==> src/design/ptp_pkg.sv <==
package ptp_pkg;

    localparam int VALUE_W = 32;
    localparam int PROD_W  = VALUE_W + 6;
    localparam int DIGIT_W = 6;
    localparam int RADIX_W = 5;
    localparam int CHAR_W  = 8;

    localparam logic [CHAR_W-1:0] CH_MINUS = 8'h2D;
    localparam logic [CHAR_W-1:0] CH_PLUS  = 8'h2B;
    localparam logic [CHAR_W-1:0] CH_0     = 8'h30;
    localparam logic [CHAR_W-1:0] CH_9     = 8'h39;
    localparam logic [CHAR_W-1:0] CH_LA    = 8'h61;
    localparam logic [CHAR_W-1:0] CH_LZ    = 8'h7A;
    localparam logic [CHAR_W-1:0] CH_UA    = 8'h41;
    localparam logic [CHAR_W-1:0] CH_UZ    = 8'h5A;
    localparam logic [CHAR_W-1:0] CH_LB    = 8'h62;
    localparam logic [CHAR_W-1:0] CH_UB    = 8'h42;
    localparam logic [CHAR_W-1:0] CH_LO    = 8'h6F;
    localparam logic [CHAR_W-1:0] CH_UO    = 8'h4F;
    localparam logic [CHAR_W-1:0] CH_LD    = 8'h64;
    localparam logic [CHAR_W-1:0] CH_UD    = 8'h44;
    localparam logic [CHAR_W-1:0] CH_LX    = 8'h78;
    localparam logic [CHAR_W-1:0] CH_UX    = 8'h58;

    localparam logic [DIGIT_W-1:0] LETTER_BASE = 6'd10;

    localparam logic [RADIX_W-1:0] RADIX_BIN = 5'd2;
    localparam logic [RADIX_W-1:0] RADIX_OCT = 5'd8;
    localparam logic [RADIX_W-1:0] RADIX_DEC = 5'd10;
    localparam logic [RADIX_W-1:0] RADIX_HEX = 5'd16;

    typedef enum logic [1:0] {
        PH_START,
        PH_SIGNED,
        PH_ZERO,
        PH_DIGITS
    } phase_t;

    typedef struct packed {
        logic [DIGIT_W-1:0] digit;
        logic               bad;
        logic               is_sign;
        logic               is_minus;
        logic               is_zero;
        logic               prefix_ok;
        logic [RADIX_W-1:0] prefix_radix;
    } char_info_t;

    typedef struct packed {
        logic signed [VALUE_W-1:0] acc;
        phase_t                    phase;
        logic                      neg;
        logic [RADIX_W-1:0]        radix;
        logic                      err;
    } parse_state_t;

    localparam parse_state_t STATE_RESET = '{
        acc:   '0,
        phase: PH_START,
        neg:   1'b0,
        radix: RADIX_DEC,
        err:   1'b0
    };

endpackage

==> src/design/ptp_char_decode.sv <==
module ptp_char_decode (
    input  logic [ptp_pkg::CHAR_W-1:0] text_char,
    output ptp_pkg::char_info_t        info
);
    import ptp_pkg::*;

    always_comb
    begin
        info = '0;
        if (text_char >= CH_0 && text_char <= CH_9)
        begin
            info.digit = DIGIT_W'(text_char - CH_0);
        end
        else if (text_char >= CH_LA && text_char <= CH_LZ)
        begin
            info.digit = DIGIT_W'(text_char - CH_LA) + LETTER_BASE;
        end
        else if (text_char >= CH_UA && text_char <= CH_UZ)
        begin
            info.digit = DIGIT_W'(text_char - CH_UA) + LETTER_BASE;
        end
        else
        begin
            info.bad = 1'b1;
        end

        info.is_minus = (text_char == CH_MINUS);
        info.is_sign  = (text_char == CH_MINUS) || (text_char == CH_PLUS);
        info.is_zero  = (text_char == CH_0);

        case (text_char)
            CH_LB, CH_UB:
            begin
                info.prefix_ok    = 1'b1;
                info.prefix_radix = RADIX_BIN;
            end
            CH_LO, CH_UO:
            begin
                info.prefix_ok    = 1'b1;
                info.prefix_radix = RADIX_OCT;
            end
            CH_LD, CH_UD:
            begin
                info.prefix_ok    = 1'b1;
                info.prefix_radix = RADIX_DEC;
            end
            CH_LX, CH_UX:
            begin
                info.prefix_ok    = 1'b1;
                info.prefix_radix = RADIX_HEX;
            end
            default:
            begin
                info.prefix_ok    = 1'b0;
                info.prefix_radix = RADIX_DEC;
            end
        endcase
    end

endmodule

==> src/design/ptp_parse_step.sv <==
module ptp_parse_step (
    input  ptp_pkg::parse_state_t               state,
    input  ptp_pkg::char_info_t                 info,
    input  logic                                last,
    output ptp_pkg::parse_state_t               state_next,
    output logic signed [ptp_pkg::VALUE_W-1:0]  value,
    output logic                                status
);
    import ptp_pkg::*;

    logic signed [PROD_W-1:0] acc_ext;
    logic signed [PROD_W-1:0] radix_ext;
    logic signed [PROD_W-1:0] digit_ext;
    logic signed [PROD_W-1:0] prod;
    logic signed [PROD_W-1:0] sum;
    logic                     ovf;
    logic                     digit_err;
    parse_state_t             upd;

    assign acc_ext   = PROD_W'(state.acc);
    assign radix_ext = $signed({{(PROD_W-RADIX_W){1'b0}}, state.radix});
    assign digit_ext = $signed({{(PROD_W-DIGIT_W){1'b0}}, info.digit});
    assign prod      = acc_ext * radix_ext;
    assign sum       = state.neg ? (prod - digit_ext) : (prod + digit_ext);
    assign ovf       = (sum[PROD_W-1:VALUE_W-1] != {(PROD_W-VALUE_W+1){sum[VALUE_W-1]}});
    assign digit_err = info.bad || ({1'b0, info.digit} >= {{(DIGIT_W+1-RADIX_W){1'b0}},
                       state.radix});

    always_comb
    begin
        upd = state;
        if (!state.err)
        begin
            if (state.phase == PH_START && info.is_sign)
            begin
                upd.neg   = info.is_minus;
                upd.phase = PH_SIGNED;
                upd.err   = last;
            end
            else if (state.phase == PH_ZERO && !last && info.prefix_ok)
            begin
                upd.radix = info.prefix_radix;
                upd.phase = PH_DIGITS;
            end
            else
            begin
                if ((state.phase == PH_START || state.phase == PH_SIGNED) && info.is_zero)
                begin
                    upd.phase = PH_ZERO;
                end
                else
                begin
                    upd.phase = PH_DIGITS;
                end
                if (digit_err || ovf)
                begin
                    upd.err = 1'b1;
                end
                else
                begin
                    upd.acc = sum[VALUE_W-1:0];
                end
            end
        end
    end

    assign value      = upd.err ? '0 : upd.acc;
    assign status     = upd.err;
    assign state_next = last ? STATE_RESET : upd;

endmodule

==> src/design/prefixed_integer_text_parser_unit.sv <==
// Parses one signed 32-bit integer token, one character per input transaction, with
// tlast on the final character. A token may start with '+' or '-' and then a 0b/0o/0d/0x
// prefix in either case (it counts only if a character follows it); the default base is
// ten. A character passes the input register, the decode and multiply-add step and the
// state register; a new character is taken every cycle unless a result waits on tready.
// One result transaction follows each token, registered as its last character leaves the
// input reg: tdata = value; tuser = 1 on a syntax, digit or overflow error (value 0).
module prefixed_integer_text_parser_unit (
    input  logic                        clk,
    input  logic                        rst_n,
    input  logic                        s_axis_tvalid,
    output logic                        s_axis_tready,
    input  logic [7:0]                  s_axis_tdata,  // [7:0] text_char
    input  logic                        s_axis_tlast,
    output logic                        m_axis_tvalid,
    input  logic                        m_axis_tready,
    output logic [ptp_pkg::VALUE_W-1:0] m_axis_tdata,  // [31:0] parsed_value
    output logic                        m_axis_tuser   // [0] parse_status
);
    import ptp_pkg::*;

    logic                      in_valid_reg;
    logic [CHAR_W-1:0]         in_char_reg;
    logic                      in_last_reg;
    logic                      advance;
    parse_state_t              state_reg;
    parse_state_t              state_next;
    char_info_t                info;
    logic signed [VALUE_W-1:0] step_value;
    logic                      step_status;
    logic                      out_valid_reg;
    logic                      out_valid_next;
    logic [VALUE_W-1:0]        out_value_reg;
    logic                      out_status_reg;

    assign advance        = in_valid_reg && (!in_last_reg || !out_valid_reg || m_axis_tready);
    assign s_axis_tready  = !in_valid_reg || advance;
    assign out_valid_next = (advance && in_last_reg) || (out_valid_reg && !m_axis_tready);

    ptp_char_decode u_decode (
        .text_char (in_char_reg),
        .info      (info)
    );

    ptp_parse_step u_step (
        .state      (state_reg),
        .info       (info),
        .last       (in_last_reg),
        .state_next (state_next),
        .value      (step_value),
        .status     (step_status)
    );

    always_ff @(posedge clk or negedge rst_n)
    begin
        if (!rst_n)
        begin
            in_valid_reg  <= 1'b0;
            state_reg     <= STATE_RESET;
            out_valid_reg <= 1'b0;
        end
        else
        begin
            if (s_axis_tready)
            begin
                in_valid_reg <= s_axis_tvalid;
            end
            if (advance)
            begin
                state_reg <= state_next;
            end
            out_valid_reg <= out_valid_next;
        end
    end

    always_ff @(posedge clk)
    begin
        if (s_axis_tready && s_axis_tvalid)
        begin
            in_char_reg <= s_axis_tdata;
            in_last_reg <= s_axis_tlast;
        end
        if (advance && in_last_reg)
        begin
            out_value_reg  <= step_value;
            out_status_reg <= step_status;
        end
    end

    assign m_axis_tvalid = out_valid_reg;
    assign m_axis_tdata  = out_value_reg;
    assign m_axis_tuser  = out_status_reg;

    a_err_value_zero: assert property (@(posedge clk) disable iff (!rst_n)
        (m_axis_tvalid && m_axis_tuser) |-> (m_axis_tdata == '0))
        else $error("error result carries nonzero value");

    a_last_gives_result: assert property (@(posedge clk) disable iff (!rst_n)
        (advance && in_last_reg) |=> out_valid_reg)
        else $error("token end produced no result");

    a_state_reset_after_token: assert property (@(posedge clk) disable iff (!rst_n)
        (advance && in_last_reg) |=> (state_reg == STATE_RESET))
        else $error("parser state not cleared after token");

    a_err_sticky: assert property (@(posedge clk) disable iff (!rst_n)
        (advance && !in_last_reg && state_reg.err) |=> state_reg.err)
        else $error("error flag dropped inside token");

    a_acc_zero_before_digits: assert property (@(posedge clk) disable iff (!rst_n)
        (state_reg.phase == PH_START || state_reg.phase == PH_SIGNED) |-> (state_reg.acc == '0))
        else $error("accumulator nonzero before first digit");

endmodule
==> config.mk <==
export PLATFORM = sky130hd
export DESIGN_NAME = prefixed_integer_text_parser_unit
export DESIGN_NICKNAME = d
export VERILOG_FILES = /design/src/design/ptp_pkg.sv /design/src/design/ptp_char_decode.sv /design/src/design/ptp_parse_step.sv /design/src/design/prefixed_integer_text_parser_unit.sv
export SDC_FILE = /design/constraint.sdc
export NUM_CORES = 1
export LEC_CHECK = 0
export ABC_AREA = 0
export BUFFER_PORTS_ARGS = -buffer_cell sky130_fd_sc_hd__buf_2
export CELL_PAD_IN_SITES_DETAIL_PLACEMENT = 0
export CELL_PAD_IN_SITES_GLOBAL_PLACEMENT = 2
export CORE_UTILIZATION = 40
export DETAILED_ROUTE_END_ITERATION = 10
export PLACE_DENSITY = 0.86
export SLEW_MARGIN = 15
export SYNTH_ARGS = -nofsm -noshare
export SYNTH_HDL_FRONTEND = slang
export SYNTH_SLANG_ARGS = --single-unit
==> constraint.sdc <==
create_clock -name clk -period 9.99 [get_ports clk]
set_input_delay 0.999 -clock clk [delete_from_list [all_inputs] [get_ports clk]]
set_output_delay 0.999 -clock clk [all_outputs]
set_load 0.01 [all_outputs]
==> impl_metrics.yaml <==
sta:
  setup_tns_ps: 0
  max-slew-margin-rel: 0.259
  final-hold-violation-count: 0
  min_period_ps: 9320
  finalClockSkew_ps: 9.85
  fin_crit_sh: 0.933
  worst_pin_slew_ps: 1110
  grt_setup_unrepaired: "no"
  final_max_slew_viol_count: 0
  finalSetupViolCount: 0
  fmaxAchievable_mhz: 107
setup_path:
  crit_fanout: 30
  critical_path_arrival_ps: 9620
  crit_path_max_incr_delay_ps: 700
  start_kind: "flop"
  crit_top_cell: "inv_1"
  critical_path_class: "flop to flop"
  end_kind: "flop"
  cp.required_ps: 10290
  critPathLaunch: "state_reg[5]"
  crit-reg2reg-launch: "state_reg[5]"
  crit_slowest_cell: "or4b_2"
clock_tree:
  clk_latency_ps: 360
  hold_buffers: 0
  cts_buffers: 9
  cts_tree: "yes"
  htreeDepth: 3
  root_buffer: "clkbuf_16"
  cts_resized: 0
  postCtsSetupBuffers: 0
  clk_pin_slew_ps: 70
  clock_path_buffers: 2
  cts_sinks: 83
global_routing:
  grt_pass1_wl_um: 52500
  grt_usage: 0.231
  antenna_found_initial: 0
  grt_max_degree: 47
  grt_pass1_vias: 9785
  overflow: 0
detailed_routing:
  drc_errors: 0
  vias: 9932
  drtIter0Drc: 697
  vias_per_cell: 5.43
  dr.pass1.iters: 5
  wl_per_cell_um: 18.0
  finalWirelength_um: 32900
  ant_nets: 0
die:
  die_x_um: 172
  start_util: 0.411
  ios: 48
  coreArea_mm2: 0.0281
  num_rows: 61
  fp.dieH_um: 172
  fp.dieArea_mm2: 0.0295
placed_design:
  port_buffers: 47
  dp_hpwl_um: 25100
  dp.cells: 1814
  dpl_cell_area_mm2: 0.0122
  place.gp.congestion: 0.858
finish:
  design_area_mm2: 0.0126
  diodes: 0
  finalNetCount: 1658
  syn_to_final_growth_pct: 8.84
  drive_above_1_share: 0.0764
  stdcell_count: 1830
  largest_register_ff_count: 39
logic_synthesis:
  synthCells: 1401
  ys_ff_latch: 83
  synth_cell_types: 89
  synth-main-ff-cell: "edfxtp_1"
  ys.warnings.count: 0
  synth_edf_count: 42
  async_flop_share: 0.494
  syn_avg_cell_area_um2: 8.24
  syn_area_mm2: 0.0115
  seq_area_frac_synth: 0.198
flow_run:
  maxCapViolCount: 0
run_status:
  outcome: "finished clean"
min_path:
  hp-class: "flop to flop"
  hp-start: "state_reg[7]"
[per-stage QoR]
step | utilization | setup WS (ps) | hold slack (ps)
floorplan | - | 2030 | 498
global placement | 0.436 | 919 | 529
detailed placement | 0.436 | 706 | 536
CTS | 0.447 | 664 | 549
global route | 0.447 | 118 | 578
finish | 0.447 | 672 | 545
[final timing paths]
| path | end | slack (ps) | cells past startpoint |
|---|---|---|---|
| max | state_reg[15] | 670 | 30 |
| min | state_reg[7] | 540 | 2 |
| max reg2reg | state_reg[15] | 670 | 30 |
| min reg2reg | state_reg[7] | 540 | 2 |
| max in group asynchronous | state_reg[27] | 8790 | 2 |
| min in group asynchronous | m_axis_tvalid | 740 | 2 |
[cells by family (layout without fill, tap and decap cells)]
logic type	after synthesis	after routing	synth area share
flops	83	83	0.198
other cells	2	38	0.000651
compound gates	383	383	0.225
fa+ha+maj	198	198	0.258
simple gates	391	391	0.165
mux	6	6	0.00531
buf+inv	268	283	0.0933
xor+xnor	70	70	0.0538
[worst max-delay path, delay by kind of cell, from the launching register on]
family	cells	cell delay, ps
and+or+nand+nor	7	2340
adders and majority gates	5	2180
buffers and inverters	5	1120
xor gates and xnor gates	1	90
AOI/OAI and AO/OA	12	3070
DFF	1	410
[Yosys cell counts (3+ instances only)]
library cell,instances,area (µm²)
a211oi_1,12,90.1
a21boi_0,4,30.0
a21boi_1,3,22.5
a21o_1,32,240
a21oi_1,108,541
a221oi_1,3,26.3
a311o_1,3,30.0
a31o_1,30,263
a31oi_1,13,81.3
and2_1,15,93.8
and3_1,11,68.8
and4_1,3,26.3
buf_1,3,11.3
buf_2,13,65.1
buf_8,3,45.0
clkbuf_1,40,150
dfrtp_1,39,976
edfxtp_1,42,1260
fa_1,67,1340
ha_1,131,1640
inv_1,203,762
mux2i_1,5,50.1
nand2_1,80,300
nand2b_1,12,75.1
nand3_1,49,245
nand3b_1,4,30.0
nand4_1,9,56.3
nor2_1,150,563
nor2b_1,14,87.6
nor3_1,14,70.1
o211ai_1,8,60.1
o21a_1,12,90.1
o21ai_0,68,340
o21ai_1,4,20.0
o21bai_1,16,120
o31ai_1,3,22.5
o41ai_1,32,280
or2_2,3,18.8
or3_1,5,31.3
xnor2_1,50,438
xor2_1,19,166
[layout make-up]
type                    count  area, µm²
clock buffers               9        225
clock inverters             7        100
fillers                  2907      15500
inverters                 204        766
multi-input cells        1086       8330
flip-flops and latches     83       2290
well taps                 378        473
repair buffers             63        380
[metal layers]
metal | GRT usage | vias up | routed length, µm
met1 | 0.318 | 4777 | 15800
li1 | - | 4907 | -
met4 | 0.0562 | 0 | 532
met3 | 0.0211 | 38 | 1070
met5 | 0 | - | 0
met2 | 0.389 | 210 | 15500
[cell usage in the layout (no fill, tap or decap), types with 14 or more instances in the layout]
cell type	count
inv_1	203
nor2_1	149
ha_1	131
a21oi_1	108
nand2_1	79
o21ai_0	68
fa_1	67
xnor2_1	50
nand3_1	49
buf_2	47
edfxtp_1	42
dfrtp_1	39
conb_1	38
a21o_1	32
o41ai_1	32
a31o_1	30
xor2_1	19
o21bai_1	16
and2_1	15
nor3_1	14
buf_4	14
Power is not shown: default switching activity piles up to over one toggle a cycle in this logic, so the estimate is an artifact.
